==> src/design/hrrs_pkg.sv <==
package hrrs_pkg;

   // Opcodes of a request
   localparam logic OP_SUBMIT   = 1'b0;
   localparam logic OP_DISPATCH = 1'b1;

   // Result status codes
   localparam logic [1:0] STATUS_SUBMITTED  = 2'd0;
   localparam logic [1:0] STATUS_DISPATCHED = 2'd1;
   localparam logic [1:0] STATUS_FULL       = 2'd2;
   localparam logic [1:0] STATUS_EMPTY      = 2'd3;

   typedef struct packed {
      logic        opcode;
      logic [31:0] now;
      logic [7:0]  job_tag;
      logic [15:0] service_estimate;
   } req_type;

   typedef struct packed {
      logic [1:0]  status;
      logic [7:0]  chosen_tag;
      logic [31:0] chosen_wait;
      logic [15:0] chosen_service;
   } rsp_type;

   // One table entry as held in the slot memory
   typedef struct packed {
      logic [31:0] arrival;
      logic [15:0] service;
      logic [7:0]  tag;
   } slot_entry_type;

   // Best candidate found so far during a dispatch scan
   typedef struct packed {
      logic        found;
      logic [7:0]  tag;
      logic [31:0] elapsed;
      logic [15:0] service;
   } best_type;

   // Steps of the ratio datapath
   typedef struct packed {
      logic clear;
      logic load;
      logic mul;
      logic cmp;
   } ratio_ctrl_type;

   // Completion events towards the response register
   typedef struct packed {
      logic submit_ok;
      logic submit_full;
      logic dispatch;
   } done_type;

   typedef enum logic [2:0] {
      ST_IDLE,
      ST_SUB_SCAN,
      ST_LOAD,
      ST_MUL,
      ST_CMP,
      ST_DONE
   } state_type;

endpackage

==> src/design/hrrs_slot_mem.sv <==
module hrrs_slot_mem #(
   parameter int SLOTS = 16,
   parameter int IDX_W = 4
) (
   input  logic                    clock,
   input  logic                    wr_en,
   input  logic [IDX_W-1:0]        wr_addr,
   input  hrrs_pkg::slot_entry_type wr_data,
   input  logic [IDX_W-1:0]        rd_addr,
   output hrrs_pkg::slot_entry_type rd_data
);
   import hrrs_pkg::*;

   slot_entry_type mem [SLOTS];
   slot_entry_type rd_data_ff;

   // Single write port
   always_ff @(posedge clock) begin
      if (wr_en) begin
         mem[wr_addr] <= wr_data;
      end
   end

   // Registered read
   always_ff @(posedge clock) begin
      rd_data_ff <= mem[rd_addr];
   end

   assign rd_data = rd_data_ff;

endmodule

==> src/design/hrrs_ratio_unit.sv <==
module hrrs_ratio_unit #(
   parameter int IDX_W = 4
) (
   input  logic                     clock,
   input  logic                     reset,
   input  hrrs_pkg::ratio_ctrl_type ctrl,
   input  logic [31:0]              now,
   input  hrrs_pkg::slot_entry_type entry,
   input  logic [IDX_W-1:0]         cur_idx,
   output hrrs_pkg::best_type       best,
   output logic [IDX_W-1:0]         best_idx
);
   import hrrs_pkg::*;

   logic [31:0]      cand_wait_ff;
   logic [15:0]      cand_svc_ff;
   logic [47:0]      prod_new_ff;
   logic [47:0]      prod_best_ff;
   logic             found_ff;
   logic [31:0]      best_wait_ff;
   logic [15:0]      best_svc_ff;
   logic [7:0]       best_tag_ff;
   logic [15:0]      best_raw_ff;
   logic [IDX_W-1:0] best_idx_ff;
   logic [31:0]      wait_in;
   logic [15:0]      svc_in;
   logic             take;

   // Wait saturates at zero, a zero estimate counts as one
   assign wait_in = (now >= entry.arrival) ? (now - entry.arrival) : 32'd0;
   assign svc_in  = (entry.service == 16'd0) ? 16'd1 : entry.service;

   // Candidate wins on a strictly larger ratio, so ties keep the lower slot
   assign take = !found_ff || (prod_new_ff > prod_best_ff);

   // Candidate stage
   always_ff @(posedge clock) begin
      if (ctrl.load) begin
         cand_wait_ff <= wait_in;
         cand_svc_ff  <= svc_in;
      end
   end

   // Cross products: cand_wait * best_svc against best_wait * cand_svc
   always_ff @(posedge clock) begin
      if (ctrl.mul) begin
         prod_new_ff  <= 48'(cand_wait_ff) * 48'(best_svc_ff);
         prod_best_ff <= 48'(best_wait_ff) * 48'(cand_svc_ff);
      end
   end

   // Best-so-far flag
   always_ff @(posedge clock) begin
      if (reset) begin
         found_ff <= 1'b0;
      end else if (ctrl.clear) begin
         found_ff <= 1'b0;
      end else if (ctrl.cmp) begin
         found_ff <= 1'b1;
      end
   end

   // Best-so-far payload; the entry is still on the memory output here
   always_ff @(posedge clock) begin
      if (ctrl.cmp && take) begin
         best_wait_ff <= cand_wait_ff;
         best_svc_ff  <= cand_svc_ff;
         best_tag_ff  <= entry.tag;
         best_raw_ff  <= entry.service;
         best_idx_ff  <= cur_idx;
      end
   end

   assign best.found   = found_ff;
   assign best.tag     = best_tag_ff;
   assign best.elapsed = best_wait_ff;
   assign best.service = best_raw_ff;
   assign best_idx     = best_idx_ff;

endmodule

==> src/design/hrrs_ctrl.sv <==
module hrrs_ctrl #(
   parameter int SLOTS = 16,
   parameter int IDX_W = 4
) (
   input  logic                     clock,
   input  logic                     reset,
   input  logic                     start,
   input  logic                     opcode,
   input  logic                     best_found,
   input  logic [IDX_W-1:0]         best_idx,
   output logic                     busy,
   output logic                     mem_wr,
   output logic [IDX_W-1:0]         idx,
   output logic [IDX_W-1:0]         idx_next,
   output hrrs_pkg::ratio_ctrl_type ratio_ctrl,
   output hrrs_pkg::done_type       done
);
   import hrrs_pkg::*;

   localparam logic [IDX_W-1:0] LAST_IDX = IDX_W'(SLOTS - 1);

   state_type        state_ff;
   state_type        state_in;
   logic [IDX_W-1:0] idx_ff;
   logic [IDX_W-1:0] idx_in;
   logic [SLOTS-1:0] valid_ff;
   logic             set_valid;
   logic             clr_valid;
   logic             cur_valid;
   logic             last;

   assign cur_valid = valid_ff[idx_ff];
   assign last      = (idx_ff == LAST_IDX);

   // Next state
   always_comb begin
      state_in = state_ff;
      case (state_ff)
         ST_IDLE: begin
            if (start) begin
               state_in = (opcode == OP_DISPATCH) ? ST_LOAD : ST_SUB_SCAN;
            end
         end
         ST_SUB_SCAN: begin
            if (!cur_valid || last) begin
               state_in = ST_IDLE;
            end
         end
         ST_LOAD: begin
            if (cur_valid) begin
               state_in = ST_MUL;
            end else if (last) begin
               state_in = ST_DONE;
            end
         end
         ST_MUL:  state_in = ST_CMP;
         ST_CMP:  state_in = last ? ST_DONE : ST_LOAD;
         ST_DONE: state_in = ST_IDLE;
         default: state_in = ST_IDLE;
      endcase
   end

   // Outputs and slot index
   always_comb begin
      busy       = 1'b1;
      mem_wr     = 1'b0;
      set_valid  = 1'b0;
      clr_valid  = 1'b0;
      idx_in     = idx_ff;
      ratio_ctrl = '0;
      done       = '0;
      case (state_ff)
         ST_IDLE: begin
            busy             = 1'b0;
            idx_in           = '0;
            ratio_ctrl.clear = start && (opcode == OP_DISPATCH);
         end
         ST_SUB_SCAN: begin
            if (!cur_valid) begin
               mem_wr         = 1'b1;
               set_valid      = 1'b1;
               done.submit_ok = 1'b1;
               idx_in         = '0;
            end else if (last) begin
               done.submit_full = 1'b1;
               idx_in           = '0;
            end else begin
               idx_in = idx_ff + 1'b1;
            end
         end
         ST_LOAD: begin
            if (cur_valid) begin
               ratio_ctrl.load = 1'b1;
            end else if (last) begin
               idx_in = '0;
            end else begin
               idx_in = idx_ff + 1'b1;
            end
         end
         ST_MUL: begin
            ratio_ctrl.mul = 1'b1;
         end
         ST_CMP: begin
            ratio_ctrl.cmp = 1'b1;
            idx_in         = last ? '0 : (idx_ff + 1'b1);
         end
         ST_DONE: begin
            done.dispatch = 1'b1;
            clr_valid     = best_found;
         end
         default: begin
            idx_in = '0;
         end
      endcase
   end

   always_ff @(posedge clock) begin
      if (reset) begin
         state_ff <= ST_IDLE;
         idx_ff   <= '0;
      end else begin
         state_ff <= state_in;
         idx_ff   <= idx_in;
      end
   end

   // Occupancy bits, one per slot
   always_ff @(posedge clock) begin
      if (reset) begin
         valid_ff <= '0;
      end else begin
         if (set_valid) begin
            valid_ff[idx_ff] <= 1'b1;
         end
         if (clr_valid) begin
            valid_ff[best_idx] <= 1'b0;
         end
      end
   end

   assign idx      = idx_ff;
   assign idx_next = idx_in;

endmodule

==> src/design/highest_response_ratio_selector_core.sv <==
// A submit scans from slot 0 and writes the job to the lowest free slot, or reports
// a full table when every slot is taken; the scan tests one occupancy bit per cycle.
// A dispatch reads, cross-multiplies and compares each pending slot, skips each empty
// slot and then finishes; the registered result follows the finishing step.
// One request at a time; busy drops in the result cycle and the receiver cannot stall.
// Reset clears occupancy bits, sequencer, best flag and strobe, but not the slot memory.
module highest_response_ratio_selector_core #(
   parameter int SLOTS = 16
) (
   input  logic              clock,
   input  logic              reset,
   input  logic              start,
   output logic              busy,
   input  hrrs_pkg::req_type req_data,
   output logic              rsp_strobe,
   output hrrs_pkg::rsp_type rsp_data
);
   import hrrs_pkg::*;

   localparam int IDX_W = $clog2(SLOTS);

   req_type          req_ff;
   rsp_type          rsp_ff;
   rsp_type          rsp_in;
   logic             rsp_strobe_ff;
   logic             accept;
   logic             mem_wr;
   logic [IDX_W-1:0] idx;
   logic [IDX_W-1:0] idx_next;
   ratio_ctrl_type   ratio_ctrl;
   done_type         done;
   best_type         best;
   logic [IDX_W-1:0] best_idx;
   slot_entry_type   wr_entry;
   slot_entry_type   rd_entry;

   assign accept = start && !busy;

   // Hold the request for the length of the operation
   always_ff @(posedge clock) begin
      if (accept) begin
         req_ff <= req_data;
      end
   end

   assign wr_entry.arrival = req_ff.now;
   assign wr_entry.service = req_ff.service_estimate;
   assign wr_entry.tag     = req_ff.job_tag;

   hrrs_ctrl #(
      .SLOTS (SLOTS),
      .IDX_W (IDX_W)
   ) u_ctrl (
      .clock      (clock),
      .reset      (reset),
      .start      (start),
      .opcode     (req_data.opcode),
      .best_found (best.found),
      .best_idx   (best_idx),
      .busy       (busy),
      .mem_wr     (mem_wr),
      .idx        (idx),
      .idx_next   (idx_next),
      .ratio_ctrl (ratio_ctrl),
      .done       (done)
   );

   // Read address follows the next slot index, so the output shows the current slot
   hrrs_slot_mem #(
      .SLOTS (SLOTS),
      .IDX_W (IDX_W)
   ) u_mem (
      .clock   (clock),
      .wr_en   (mem_wr),
      .wr_addr (idx),
      .wr_data (wr_entry),
      .rd_addr (idx_next),
      .rd_data (rd_entry)
   );

   hrrs_ratio_unit #(
      .IDX_W (IDX_W)
   ) u_ratio (
      .clock    (clock),
      .reset    (reset),
      .ctrl     (ratio_ctrl),
      .now      (req_ff.now),
      .entry    (rd_entry),
      .cur_idx  (idx),
      .best     (best),
      .best_idx (best_idx)
   );

   // Result formatting
   always_comb begin
      rsp_in = '0;
      if (done.submit_ok) begin
         rsp_in.status = STATUS_SUBMITTED;
      end else if (done.submit_full) begin
         rsp_in.status = STATUS_FULL;
      end else if (done.dispatch && best.found) begin
         rsp_in.status         = STATUS_DISPATCHED;
         rsp_in.chosen_tag     = best.tag;
         rsp_in.chosen_wait    = best.elapsed;
         rsp_in.chosen_service = best.service;
      end else begin
         rsp_in.status = STATUS_EMPTY;
      end
   end

   always_ff @(posedge clock) begin
      if (reset) begin
         rsp_strobe_ff <= 1'b0;
      end else begin
         rsp_strobe_ff <= done.submit_ok || done.submit_full || done.dispatch;
      end
   end

   always_ff @(posedge clock) begin
      rsp_ff <= rsp_in;
   end

   assign rsp_strobe = rsp_strobe_ff;
   assign rsp_data   = rsp_ff;

   // Checks

   // The result only appears once the sequencer is back at rest
   assert property (@(posedge clock) disable iff (reset) rsp_strobe |-> !busy)
      else $error("result strobe while busy");

   // An accepted request always occupies the block in the next cycle
   assert property (@(posedge clock) disable iff (reset) accept |=> busy)
      else $error("accepted request did not start");

   // Only a dispatch result carries job fields
   assert property (@(posedge clock) disable iff (reset)
      (rsp_strobe && (rsp_data.status != STATUS_DISPATCHED)) |->
      ((rsp_data.chosen_tag == 8'd0) && (rsp_data.chosen_wait == 32'd0) &&
       (rsp_data.chosen_service == 16'd0)))
      else $error("non-dispatch result with job fields");

endmodule

==> config.mk <==
export PLATFORM = sky130hd
export DESIGN_NAME = highest_response_ratio_selector_core
export DESIGN_NICKNAME = d
export VERILOG_FILES = /design/src/design/hrrs_pkg.sv /design/src/design/hrrs_slot_mem.sv /design/src/design/hrrs_ratio_unit.sv /design/src/design/hrrs_ctrl.sv /design/src/design/highest_response_ratio_selector_core.sv
export SDC_FILE = /design/constraint.sdc
export NUM_CORES = 2
export LEC_CHECK = 0
export BUFFER_PORTS_ARGS = -buffer_cell sky130_fd_sc_hd__buf_2
export CAP_MARGIN = 20
export CORE_ASPECT_RATIO = 0.9
export CORE_MARGIN = 1.5
export CORE_UTILIZATION = 45
export CTS_CLUSTER_DIAMETER = 40
export DETAILED_ROUTE_END_ITERATION = 16
export GPL_TIMING_DRIVEN = 0
export SLEW_MARGIN = 5
export SYNTH_ARGS = -nofsm -noshare
export SYNTH_HDL_FRONTEND = slang
export SYNTH_SLANG_ARGS = --single-unit
==> constraint.sdc <==
create_clock -name clock -period 19.79 [get_ports clock]
set_input_delay 2.9685 -clock clock [delete_from_list [all_inputs] [get_ports clock]]
set_output_delay 2.9685 -clock clock [all_outputs]
set_load 0.02 [all_outputs]
==> results by group <==
Clocking
  – Postcts setup bufs: 0
  – Clock Path Buffers: 3
  – CTS resizes: 0
  – Clock Tree Root: clkbuf_16
  – Hold-fix buffers, CTS: 0
  – H-tree levels: 4
  – Worst-path clk slew: ~0.06 ns
  – CTS Buf Count: 169
  – CTS tree: built
  – Clock sink total: around 1300
  – Worst skew pair latency: between 0.7 and 0.8 ns

Pwr
  – Power per cell area: between 100 and 150 mW/mm²
  – Peak supply drop: 0.105 mV
  – Leakage: around 39 nW

Synthesis
  – Ys flop type: edfxtp_1
  – Synth top area share: a little over two fifths
  – Synth top area cells: edfxtp_1, fa_1, nand2_1
  – Avg Inst Size Synth: around 11 µm²
  – Post-synth EDFFs: 1172
  – Synthesized flop and latch total: approximately 1300
  – Asr flop ratio synth: 0%
  – Mapped Area: a little over 0.08 mm²
  – Seq/Total Area, Yosys: roughly 46%
  – Synth Instances: approximately 7500
  – Synth Warn #: 0
  – Syn nets: a little under 9000
  – Biggest area consumer among synthesized cells: edfxtp_1
  – Yosys cell types: 66

Setup path
  – Setup CP Type: flop to flop
  – Crit path max fanout: 10
  – Worst EP arrival: roughly 9.2 ns
  – Reg2Reg Setup Slack: 11.06 ns
  – Slowest Stage Delay on Critical Path: between 0.7 and 0.8 ns
  – Register-to-Register Path Depth: 24
  – WP data required: 20.30 ns
  – R2r startpoint: u_ratio.cand_svc_ff[4]$_SDFFCE_PN0P_
  – Worst r2r dst: u_ratio.prod_best_ff[45]$_DFFE_PN_
  – Slowest CP cell: edfxtp_1
  – CP top delay family: adder cells
  – Startpoint Class: flop
  – Bufs and invs on worst path: 7
  – Crit path cell chain: clkbuf_1 -> nand2_1 -> fa_1 -> inv_1 -> fa_1 -> inv_1 -> fa_1 -> inv_1 -> fa_1 -> fa_1 -> inv_1 -> fa_1 -> inv_1 -> ha_1 -> nand3_1 -> nor4_1 -> inv_1 -> o221ai_1 -> o31ai_1 -> o21bai_1 -> a21oi_1 -> or3_1 -> a311o_1 -> xnor2_1
  – Setup crit end kind: flop

STA
  – Skew final: 0.0567 ns
  – RSZ-0062 raised after global routing: false
  – Min Tclk post-route: a little under 9 ns
  – Max frequency: roughly 110 MHz
  – Slew @ Worst Pin: around 1.2 ns
  – Setup-failing EPs final: 0
  – Fin. Hold Viols: 0
  – Worst hold slack: 0.402 ns
  – Crit share post-route: 44.1%
  – Rel. slew slack: 22.7%
  – Slew Viols, Final: 0
  – Setup TNS Final: 0 ns

Floorplan
  – I/O Pins: 120
  – Die ar.: roughly 0.19 mm²
  – Initial core utilization: roughly 45%
  – Die W: roughly 450 µm
  – Placeable Area: 0.181 mm²
  – Rows: approximately 150
  – DIE HEIGHT: between 400 and 500 µm

Routing
  – Drt via density: between 5 and 6
  – Detailed-route DRC error count: 0
  – Final wirelength: roughly 230000 µm
  – Wirelength per Cell: 22.6 µm
  – Detailed Routing Iterations Pass 1: 8
  – Routed Antenna Nets: 0
  – Vias: between 50000 and 60000
  – Starting DRC count in detailed routing: roughly 5000

Final layout
  – NumNets Final: approximately 9000
  – Fin util: around half
  – Filler Cell Count: approximately 16000
  – Most frequent cells in the layout: nand2_1, edfxtp_1, inv_1
  – Area grow syn2layout: 12.3%
  – Commonest non-fill, non-tap cell in the layout: nand2_1
  – Fraction of layout cells with a size suffix above 1: 6.65%

Worst hold path
  – Hold WC Path Type: flop to flop
  – Hold_sp: u_mem.rd_data[6]$_DFF_P_
  – Hold Path End: u_ratio.best_tag_ff[6]$_DFFE_PP_
  – Hold Path Stages: 0

Placement
  – Hpwl dp: approximately 180000 µm
  – Final estimated routing congestion in global placement: ~0.94
  – Port bufs: roughly 120

GRT
  – Via count of the first global-routing pass: ~58000
  – Pin count of the biggest net entering global routing: 67
  – Initial antenna violation count: 4
  – First-pass GRT wire length: 354000 µm
  – Gr usage total: about a quarter
  – Total gr overflow: 0

Run status
  – Status: finished clean

Run
  – Maxcap violations: 0
## routing by layer
| layer | share of wire (%) | up-vias | GRT usage [%] |
|---|---|---|---|
| met5 | 0 | - | 0 |
| met4 | 4.9 | 0 | 11.5 |
| met3 | 7.1 | 478 | 4.11 |
| met2 | 48 | 2090 | 41.7 |
| met1 | 40 | 28100 | 33.4 |
| li1 | - | 25100 | - |
## registers in the layout, summed over array words and instances (netlist names), 32 cells and up
| signal | count |
|---|---|
| u_mem.mem | 896 |
| rsp_data | 58 |
| req_ff | 56 |
| u_mem.rd_data | 56 |
| u_ratio.prod_best_ff | 48 |
| u_ratio.prod_new_ff | 48 |
| u_ratio.best_wait_ff | 32 |
| u_ratio.cand_wait_ff | 32 |
## through the flow
stage / instance area, µm² / std cells / setup slack (ns) / power, mW
5_1_grt: 92600 / 10300 / 10.75 / 11.5
2_1_floorplan: 82400 / 7453 / 12.50 / 6.51
4_1_cts: 92600 / 10300 / 11.14 / 10.8
6_report: 92600 / 10300 / 11.06 / 10.8
3_5_place_dp: 86900 / 10000 / 11.18 / 7.80
3_3_place_gp: 86000 / 9971 / 7.11 / 7.75
## synth_stat cells (35+ instances only)
master / n
dfxtp_1: 139
a31oi_1: 128
nor3_1: 36
nor2_1: 124
a21oi_1: 129
edfxtp_1: 1172
a221o_1: 63
ha_1: 324
and3_1: 140
xnor2_1: 81
nand3_1: 251
o21ai_0: 71
inv_1: 986
clkbuf_1: 337
o22ai_1: 57
nand2_1: 1688
fa_1: 837
xor2_1: 35
and2_1: 495
a21o_1: 75
## cell type report
| cell class | instances | area (µm²) | share of cell area (%) |
|---|---|---|---|
| multi-input cells | 4764 | 39300 | 42.5 |
| clock buffers | 198 | 4410 | 4.76 |
| well taps | 2400 | 3000 | 3.24 |
| flip-flops and latches | 1311 | 38000 | 41.0 |
| repair buffers | 179 | 1390 | 1.50 |
| clock inverters | 114 | 1220 | 1.32 |
| diodes | 4 | 10.0 | 0.0108 |
| plain buffers | 392 | 1550 | 1.67 |
| inverters | 986 | 3700 | 4.00 |
## power breakdown
group	switching [mW]	internal (mW)
combinational	2.70	1.68
clock	1.27	1.76
sequential	0.0907	3.30
total	4.06	6.74
## worst max path at each step
stage / start / end / slack (ns) / cells after the start
finish: u_ratio.cand_svc_ff[4]$_SDFFCE_PN0P_ / u_ratio.prod_best_ff[45]$_DFFE_PN_ / 11.06 / 24
global route: u_ratio.cand_svc_ff[4]$_SDFFCE_PN0P_ / u_ratio.prod_best_ff[45]$_DFFE_PN_ / 10.75 / 24
CTS: u_ratio.cand_svc_ff[4]$_SDFFCE_PN0P_ / u_ratio.prod_best_ff[45]$_DFFE_PN_ / 11.14 / 24
detailed placement: u_ratio.best_wait_ff[29]$_DFFE_PP_ / u_ratio.prod_best_ff[45]$_DFFE_PN_ / 11.18 / 25
global placement: u_ratio.prod_new_ff[1]$_DFFE_PN_ / u_ratio.best_tag_ff[4]$_DFFE_PP_ / 7.11 / 11
floorplan: u_ratio.prod_new_ff[1]$_DFFE_PN_ / u_ratio.best_idx[0]$_DFFE_PP_ / 12.50 / 11
## logic make-up (layout without fill, tap and decap cells)
group | count (synthesis) | count (layout) | synth area share (%)
flops | 1311 | 1311 | 46.1
fa+ha+maj | 1161 | 1161 | 25.3
xor+xnor | 116 | 116 | 1.23
compound gates | 643 | 643 | 5.26
simple gates | 2833 | 2833 | 15.6
buf+inv | 1378 | 1869 | 6.37
mux | 11 | 11 | 0.219
other cells | 0 | 4 | 0
## worst register-to-register path, delay by kind of cell, from the launching register on
kind	cells	cell delay, ns
AO/OA/AOI/OAI	5	1.41
flip-flops	1	0.79
buffers and inverters	7	1.14
AND/OR/NAND/NOR	4	1.49
adder cells (fa/ha/maj)	7	3.51
XOR/XNOR	1	0.13
(Power assumes the default switching activity.)
